==> config.mk <==
export PLATFORM = sky130hd
export DESIGN_NAME = pntg_hash
export DESIGN_NICKNAME = d
export VERILOG_FILES = /design/src/hdl/pntg_pkg.sv /design/src/hdl/pntg_hash.sv
export SDC_FILE = /design/constraint.sdc
export NUM_CORES = 1
export LEC_CHECK = 0
export BUFFER_PORTS_ARGS = -buffer_cell sky130_fd_sc_hd__buf_2
export CORE_MARGIN = 2
export CORE_UTILIZATION = 61
export DETAILED_ROUTE_END_ITERATION = 16
export PLACE_DENSITY = 0.78
export REMOVE_ABC_BUFFERS = 1
export SYNTH_ARGS = -nofsm -noshare
export SYNTH_HDL_FRONTEND = slang
export SYNTH_SLANG_ARGS = --single-unit
==> constraint.sdc <==
create_clock -name clk -period 7.7 [get_ports clk]
set_input_delay 0.385 -clock clk [delete_from_list [all_inputs] [get_ports clk]]
set_output_delay 0.385 -clock clk [all_outputs]
set_load 0.02 [all_outputs]
==> src/hdl/pntg_pkg.sv <==
// Shared types, constants and fixed-point helpers of the procedural texel generator.
`default_nettype none

package pntg_pkg;

    localparam int TEX_SIZE_DEF = 64;

    localparam logic [2:0] KIND_STONE = 3'd0;
    localparam logic [2:0] KIND_TILE  = 3'd1;
    localparam logic [2:0] KIND_WOOD  = 3'd2;
    localparam logic [2:0] KIND_METAL = 3'd3;
    localparam logic [2:0] KIND_FLESH = 3'd4;

    localparam logic [31:0] HASH_X = 32'd374761393;
    localparam logic [31:0] HASH_Y = 32'd668265263;
    localparam logic [31:0] HASH_S = 32'd982451653;
    localparam logic [31:0] HASH_M = 32'd1274126177;

    localparam logic [6:0] SEED_GRAIN   = 7'd99;
    localparam logic [6:0] SEED_SCRATCH = 7'd5;
    localparam logic [6:0] SEED_VEIN    = 7'd31;
    localparam logic [6:0] SEED_STAIN   = 7'd77;

    localparam logic [17:0] QMAX  = 18'h3FFFF;
    localparam logic [16:0] Q_ONE = 17'd65536;

    typedef struct packed {
        logic [2:0] texture_kind;
        logic [5:0] pixel_x;
        logic [5:0] pixel_y;
    } pntg_in_t;

    typedef struct packed {
        logic [7:0] red;
        logic [7:0] green;
        logic [7:0] blue;
    } pntg_out_t;

    // lattice corners and blend fractions of one value-noise lookup
    typedef struct packed {
        logic [3:0]  x0;
        logic [3:0]  x1;
        logic [3:0]  y0;
        logic [3:0]  y1;
        logic [6:0]  seed;
        logic [15:0] tx;
        logic [15:0] ty;
    } vn_in_t;

    function automatic logic [15:0] rmul16(input logic [15:0] a, input logic [15:0] b);
        logic [32:0] p;
        p = 33'(a) * 33'(b) + 33'd32768;
        return p[31:16];
    endfunction

    function automatic logic [16:0] smooth_fin(input logic [15:0] t2, input logic [15:0] t3);
        logic [17:0] s;
        s = 18'(t2) * 18'd3 - 18'(t3) * 18'd2;
        return s[16:0];
    endfunction

    function automatic logic [16:0] lerpq(input logic [16:0] a, input logic [16:0] b,
                                          input logic [16:0] t);
        logic [34:0] p;
        p = 35'(a) * 35'(Q_ONE - t) + 35'(b) * 35'(t) + 35'd32768;
        return p[32:16];
    endfunction

    function automatic logic [17:0] mulq(input logic [17:0] a, input logic [16:0] c);
        logic [34:0] p;
        p = 35'(a) * 35'(c) + 35'd32768;
        return p[34] ? QMAX : p[33:16];
    endfunction

    function automatic logic [17:0] addq(input logic [17:0] a, input logic [17:0] b);
        logic [18:0] s;
        s = 19'(a) + 19'(b);
        return s[18] ? QMAX : s[17:0];
    endfunction

    function automatic logic [7:0] level(input logic [17:0] c);
        logic [16:0] cc;
        logic [21:0] p;
        cc = (c > 18'(Q_ONE)) ? Q_ONE : c[16:0];
        p = 22'(cc) * 22'd31;
        return {p[20:16], 3'b000};
    endfunction

endpackage

`default_nettype wire

==> src/hdl/pntg_hash.sv <==
// Three-stage pipelined 32-bit lattice hash giving a Q16 lattice value.
`default_nettype none

module pntg_hash (
    input  wire logic        clk,
    input  wire logic [2:0]  ce,
    input  wire logic [5:0]  hx,
    input  wire logic [5:0]  hy,
    input  wire logic [6:0]  seed,
    output logic      [16:0] lat
);
    import pntg_pkg::*;

    logic [31:0] mix_reg;
    logic [31:0] prod_reg;
    logic [16:0] lat_reg;
    logic [15:0] fold;

    assign fold = prod_reg[15:0] ^ prod_reg[31:16];

    always_ff @(posedge clk)
    begin
        if (ce[0])
        begin
            mix_reg <= 32'(hx) * HASH_X + 32'(hy) * HASH_Y + 32'(seed) * HASH_S;
        end
        if (ce[1])
        begin
            prod_reg <= (mix_reg ^ (mix_reg >> 13)) * HASH_M;
        end
        if (ce[2])
        begin
            // v*65537 rounded back to Q16 is v plus its top bit
            lat_reg <= 17'(fold) + 17'(fold[15]);
        end
    end

    assign lat = lat_reg;

endmodule

`default_nettype wire

==> results.json, run 1 <==
{
  "max_stage_delay_ns": 0.61,
  "wl_per_cell_um": 20.9,
  "layout_common_cells": "inv_1, fa_1, ha_1, xnor2_1, edfxtp_1",
  "drv_cap": 0,
  "coreArea_mm2": 0.0306,
  "start_util_pct": 62.0,
  "die-area_mm2": 0.0325,
  "grt.overflow.total": 0,
  "drt-total-wl_mm": 46.2,
  "crit_path_end_kind": "flop",
  "ys_ff_latch": 81,
  "ff_latch_area_mm2": 0.00243,
  "yosys_warnings": 0,
  "setup_viol": 0,
  "syn_area_mm2": 0.0190,
  "globalplace.congestion": 1.01,
  "layout-drive-gt1-share_pct": 4.79,
  "synth-main-ff-cell": "edfxtp_1",
  "final_common_cell": "inv_1",
  "path_buf_inv": 4,
  "tightest_slew_ns": 0.787,
  "crit_chain": "xor2_1 -> inv_1 -> fa_1 -> fa_1 -> inv_1 -> fa_1 -> inv_1 -> fa_1 -> inv_1 -> fa_1 -> fa_1 -> fa_1 -> ha_1 -> ha_1 -> and3_1 -> o211ai_1 -> a31o_2 -> nor2_1 -> o311a_1 -> o21a_1 -> nor2_1 -> xnor2_1",
  "cp_top_family": "adder cells",
  "path_max_fanout": 6,
  "cpMostUsedCell": "fa_1",
  "fin_skew_ns": 0.0136,
  "drc_errors": 0,
  "rsz0062_at_grt": "false",
  "cts_buffers": 9,
  "grt_pass1_wl_mm": 73.8,
  "drtIter0Drc": 682,
  "fin_crit_ns": 7.28,
  "hpwlAfterDp_mm": 41.5,
  "final_hold_viol_count": 0,
  "path_clk_slew_ns": 0.08,
  "synth-edff-count": 81,
  "status": "complete, no violations",
  "slew_headroom_pct": 47.5,
  "ant_nets": 0,
  "start_kind": "flop",
  "hp-class": "in2reg",
  "fillers": 2408,
  "cts.sinks": 81,
  "synth_cells": 1752,
  "track_usage_pct": 30.1,
  "insertion_delay_ns": 0.36,
  "final_cells": 2214,
  "async_reset_ff_share_pct": 0,
  "cts_buffer_depth": 2,
  "root_buffer": "clkbuf_16",
  "die_h_um": 180,
  "num_io_pins": 40,
  "grt_max_degree": 33,
  "h-tree-depth": 3,
  "post-route-period-util_pct": 94.6,
  "rows": 64,
  "die_w_um": 180,
  "grt_pass1_vias": 13700,
  "antenna_found_initial": 0,
  "multi_input_area_mm2": 0.0144,
  "fin_nets": 2515,
  "cp.required_ns": 7.79,
  "antenna_cells": 0,
  "port_buffers": 39,
  "dp_cells": 2198,
  "arrival_ns": 7.37,
  "finalCoreUtilization_pct": 65.5,
  "cts_tree": "yes",
  "slowest_stage": "xor2_1",
  "seq_area_frac_synth_pct": 12.8,
  "clock.fmax_ghz": 0.137,
  "finalMaxSlewViolations": 0,
  "crit_type": "reg2reg",
  "final.setup.tns_ns": 0,
  "synthDistinctLibCells": 54,
  "areaGrowthSynthToFinish_pct": 5.74,
  "synth.avg_cell_area_um2": 10.8,
  "first_pass_iters": 5,
  "drt-vias-per-instance": 5.44,
  "dr_total_vias": 12100
}
==> routing by layer <==
layer / track usage (%) / part of all wire, % / vias to the layer above
met2: 52.7 / 51 / 353
met5: 0 / 0 / -
met3: 3.25 / 4.0 / 159
met1: 35.2 / 37 / 6081
met4: 19.9 / 8.1 / 0
li1: - / - / 5457
==> area by class of cell <==
cell class / instances / share of cell area, %
multi-input combinational: 1111 / 72.0
sequential: 81 / 12.1
inverter: 554 / 10.4
tap: 396 / 2.47
timing repair buffer: 56 / 1.61
clock buffer: 9 / 1.12
clock inverter: 7 / 0.300
==> cell families (layout without fill, tap and decap cells) <==
group           count (synthesis)  in the layout  synth area share [%]
buf+inv                       560            626                  11.1
xor+xnor                      165            165                  7.82
flops                          81             81                  12.8
mux                             1              1                0.0528
compound gates                150            150                  5.06
simple gates                  115            115                  3.06
fa+ha+maj                     680            680                  60.1
==> synth_stat cells (all sizes together) (10+ instances only) <==
library cell	count	area [um^2]
a21o	21	158
a21oi	51	255
edfxtp	81	2430
fa	384	7690
ha	295	3690
inv	554	2080
nand2	19	71.3
nand3	16	85.1
nor2	42	158
o21a	10	75.1
o21ai	23	115
o21bai	11	82.6
xnor2	115	1010
xor2	50	468
==> final timing paths <==
kind,startpoint,endpoint,slack (ns),cells past startpoint
worst max-delay path,mix_reg[20],prod_reg[31],0.42,22
worst min-delay path,ce[2],lat[9],0.47,1
worst max register to register,mix_reg[20],prod_reg[31],0.42,22
worst min register to register,prod_reg[11],lat[11],0.69,2
==> timing repair <==
item	4_1_cts	5_1_grt
setup buffers	0	0
endpoints found under the setup margin	0	2
gates resized for setup	0	1
hold buffers	0	0
==> per-stage QoR <==
stage               cell area (um^2)  setup slack [ns]  hold WS, ns
global route                   20000             0.188        0.484
finish                         20000             0.419        0.474
detailed placement             19800             0.142        0.676
floorplan                      18900              1.19        0.497
CTS                            20000             0.137        0.479
global placement               19800             0.217        0.665
Power of run 1 is left out: the tool's default activity adds up to more than one toggle a clock period on the data nets, which glitch-free logic cannot reach.
==> run 2, diff against run 1 <==
CELL_PAD_IN_SITES_DETAIL_PLACEMENT = 1   (was not set)
CELL_PAD_IN_SITES_GLOBAL_PLACEMENT = 1   (was not set)
CORE_UTILIZATION = 54   (was 61)
PLACE_DENSITY = not set   (was 0.78)
PLACE_DENSITY_LB_ADDON = 0.1   (was not set)
==> results.json, run 2 (synthesis gave the netlist of run 1 again) <==
{
  "layout_common_cells": "inv_1, fa_1, ha_1, xnor2_1, edfxtp_1",
  "arrival_ns": 7.48,
  "die_h_um": 191,
  "cts_hold_buf": 0,
  "ant_nets": 0,
  "port_buffers": 39,
  "fin_nets": 2522,
  "final_hold_viol_count": 0,
  "coreArea_mm2": 0.0345,
  "final_common_cell": "inv_1",
  "antenna_cells": 0,
  "grt_pass1_wl_mm": 82.5,
  "drv_cap": 0,
  "holdPathStages": 1,
  "fillers": 3799,
  "num_io_pins": 40,
  "dr_total_vias": 12200,
  "rsz0062_at_grt": "false",
  "cts_buffers": 9,
  "worstHoldEndpoint": "lat[2]",
  "track_usage_pct": 31.1,
  "post_cts_resized": 0,
  "setup_viol": 0,
  "dp_cells": 2264,
  "fin_crit_ns": 7.39,
  "rows": 68,
  "grt.overflow.total": 0,
  "final_cells": 2280,
  "drtIter0Drc": 470,
  "antenna_found_initial": 0,
  "multi_input_area_mm2": 0.0144,
  "areaGrowthSynthToFinish_pct": 6.58,
  "path_clk_slew_ns": 0.07,
  "tightest_slew_ns": 0.881,
  "globalplace.congestion": 0.940,
  "fin_skew_ns": 0.0126,
  "ff2ff_setup_slack_ns": 0.31,
  "start_util_pct": 54.9,
  "die-area_mm2": 0.0366,
  "root_buffer": "clkbuf_16",
  "r2r_start": "mix_reg[17]",
  "hp-class": "in2reg",
  "grt_max_degree": 33,
  "cts_buffer_depth": 2,
  "start_kind": "flop",
  "cp.required_ns": 7.79,
  "hpwlAfterDp_mm": 48.2,
  "insertion_delay_ns": 0.36,
  "post_cts_buffers": 0,
  "ff_latch_area_mm2": 0.00243,
  "slew_headroom_pct": 41.2,
  "die_w_um": 191,
  "crit_type": "reg2reg",
  "drt-vias-per-instance": 5.33,
  "placed_area_mm2": 0.0199,
  "r2r_end": "prod_reg[31]",
  "cts.sinks": 81,
  "path_max_fanout": 6,
  "finalMaxSlewViolations": 0,
  "h-tree-depth": 3,
  "wl_per_cell_um": 23.3,
  "drc_errors": 0,
  "cts_tree": "yes",
  "clock.fmax_ghz": 0.135,
  "design_area_mm2": 0.0202,
  "drt-total-wl_mm": 53.2,
  "status": "complete, no violations",
  "first_pass_iters": 5,
  "crit_path_end_kind": "flop",
  "layout-drive-gt1-share_pct": 5.04,
  "hp-start": "ce[2]",
  "finalCoreUtilization_pct": 58.5,
  "grt_pass1_vias": 14300,
  "post-route-period-util_pct": 96.0,
  "ff2ff_path_depth": 22,
  "final.setup.tns_ns": 0
}
-- run 2: cell types whose count changed in the layout (fill, tap and decap cells not counted) --
| cell | previous run | this run |
|---|---|---|
| inv_8 | 2 | 1 |
| xor2_1 | 45 | 46 |
| clkinv_1 | 0 | 1 |
| xor2_2 | 5 | 4 |
| clkinvlp_4 | 2 | 1 |
| buf_4 | 17 | 24 |
| clkinv_2 | 1 | 0 |
| bufinv_16 | 0 | 2 |
-- run 2: metal layers --
metal	up-vias	global-route usage, %	routed length [um]
li1	5469	-	-
met1	6356	34.3	19800
met2	221	59.4	29100
met3	114	2.29	1030
met4	0	16.0	3200
met5	-	0	0
-- run 2: layout make-up --
| cell class | count | share of cell area (%) |
|---|---|---|
| inverter | 554 | 10.3 |
| tap | 455 | 2.82 |
| sequential | 81 | 12.0 |
| multi-input combinational | 1111 | 71.4 |
| clock inverter | 7 | 0.495 |
| clock buffer | 9 | 1.11 |
| timing repair buffer | 63 | 1.86 |
-- run 2: critical path, stage by stage (launching register included) --
cell and delay, ns:
edfxtp_1 0.48, xor2_1 0.68, inv_1 0.36, fa_1 0.60, fa_1 0.41, fa_1 0.46
fa_1 0.49, inv_1 0.05, fa_1 0.52, inv_1 0.06, fa_1 0.48, fa_1 0.49
inv_1 0.04, ha_1 0.26, ha_1 0.33, and3_1 0.19, o211ai_1 0.13, a31o_2 0.25
nor2_1 0.06, o311a_1 0.36, o21a_1 0.18, nor2_1 0.13, xnor2_1 0.09
-- run 2: per-stage QoR --
| step | setup slack (ns) | hold WS (ns) |
|---|---|---|
| 4_1_cts | 0.262 | 0.478 |
| 2_1_floorplan | 1.19 | 0.497 |
| 3_5_place_dp | 0.273 | 0.682 |
| 3_3_place_gp | 0.430 | 0.675 |
| 6_report | 0.310 | 0.483 |
| 5_1_grt | 0.0605 | 0.498 |
-- run 2: worst max path at each step --
stage	start	endpoint	slack (ns)	depth (start not counted)
floorplan	mix_reg[14]	prod_reg[31]	1.19	20
global placement	mix_reg[4]	prod_reg[31]	0.43	22
detailed placement	mix_reg[17]	prod_reg[31]	0.27	22
CTS	mix_reg[17]	prod_reg[31]	0.26	22
global route	mix_reg[17]	prod_reg[31]	0.06	22
finish	mix_reg[17]	prod_reg[31]	0.31	22
Power of run 2 is left out for the same reason.
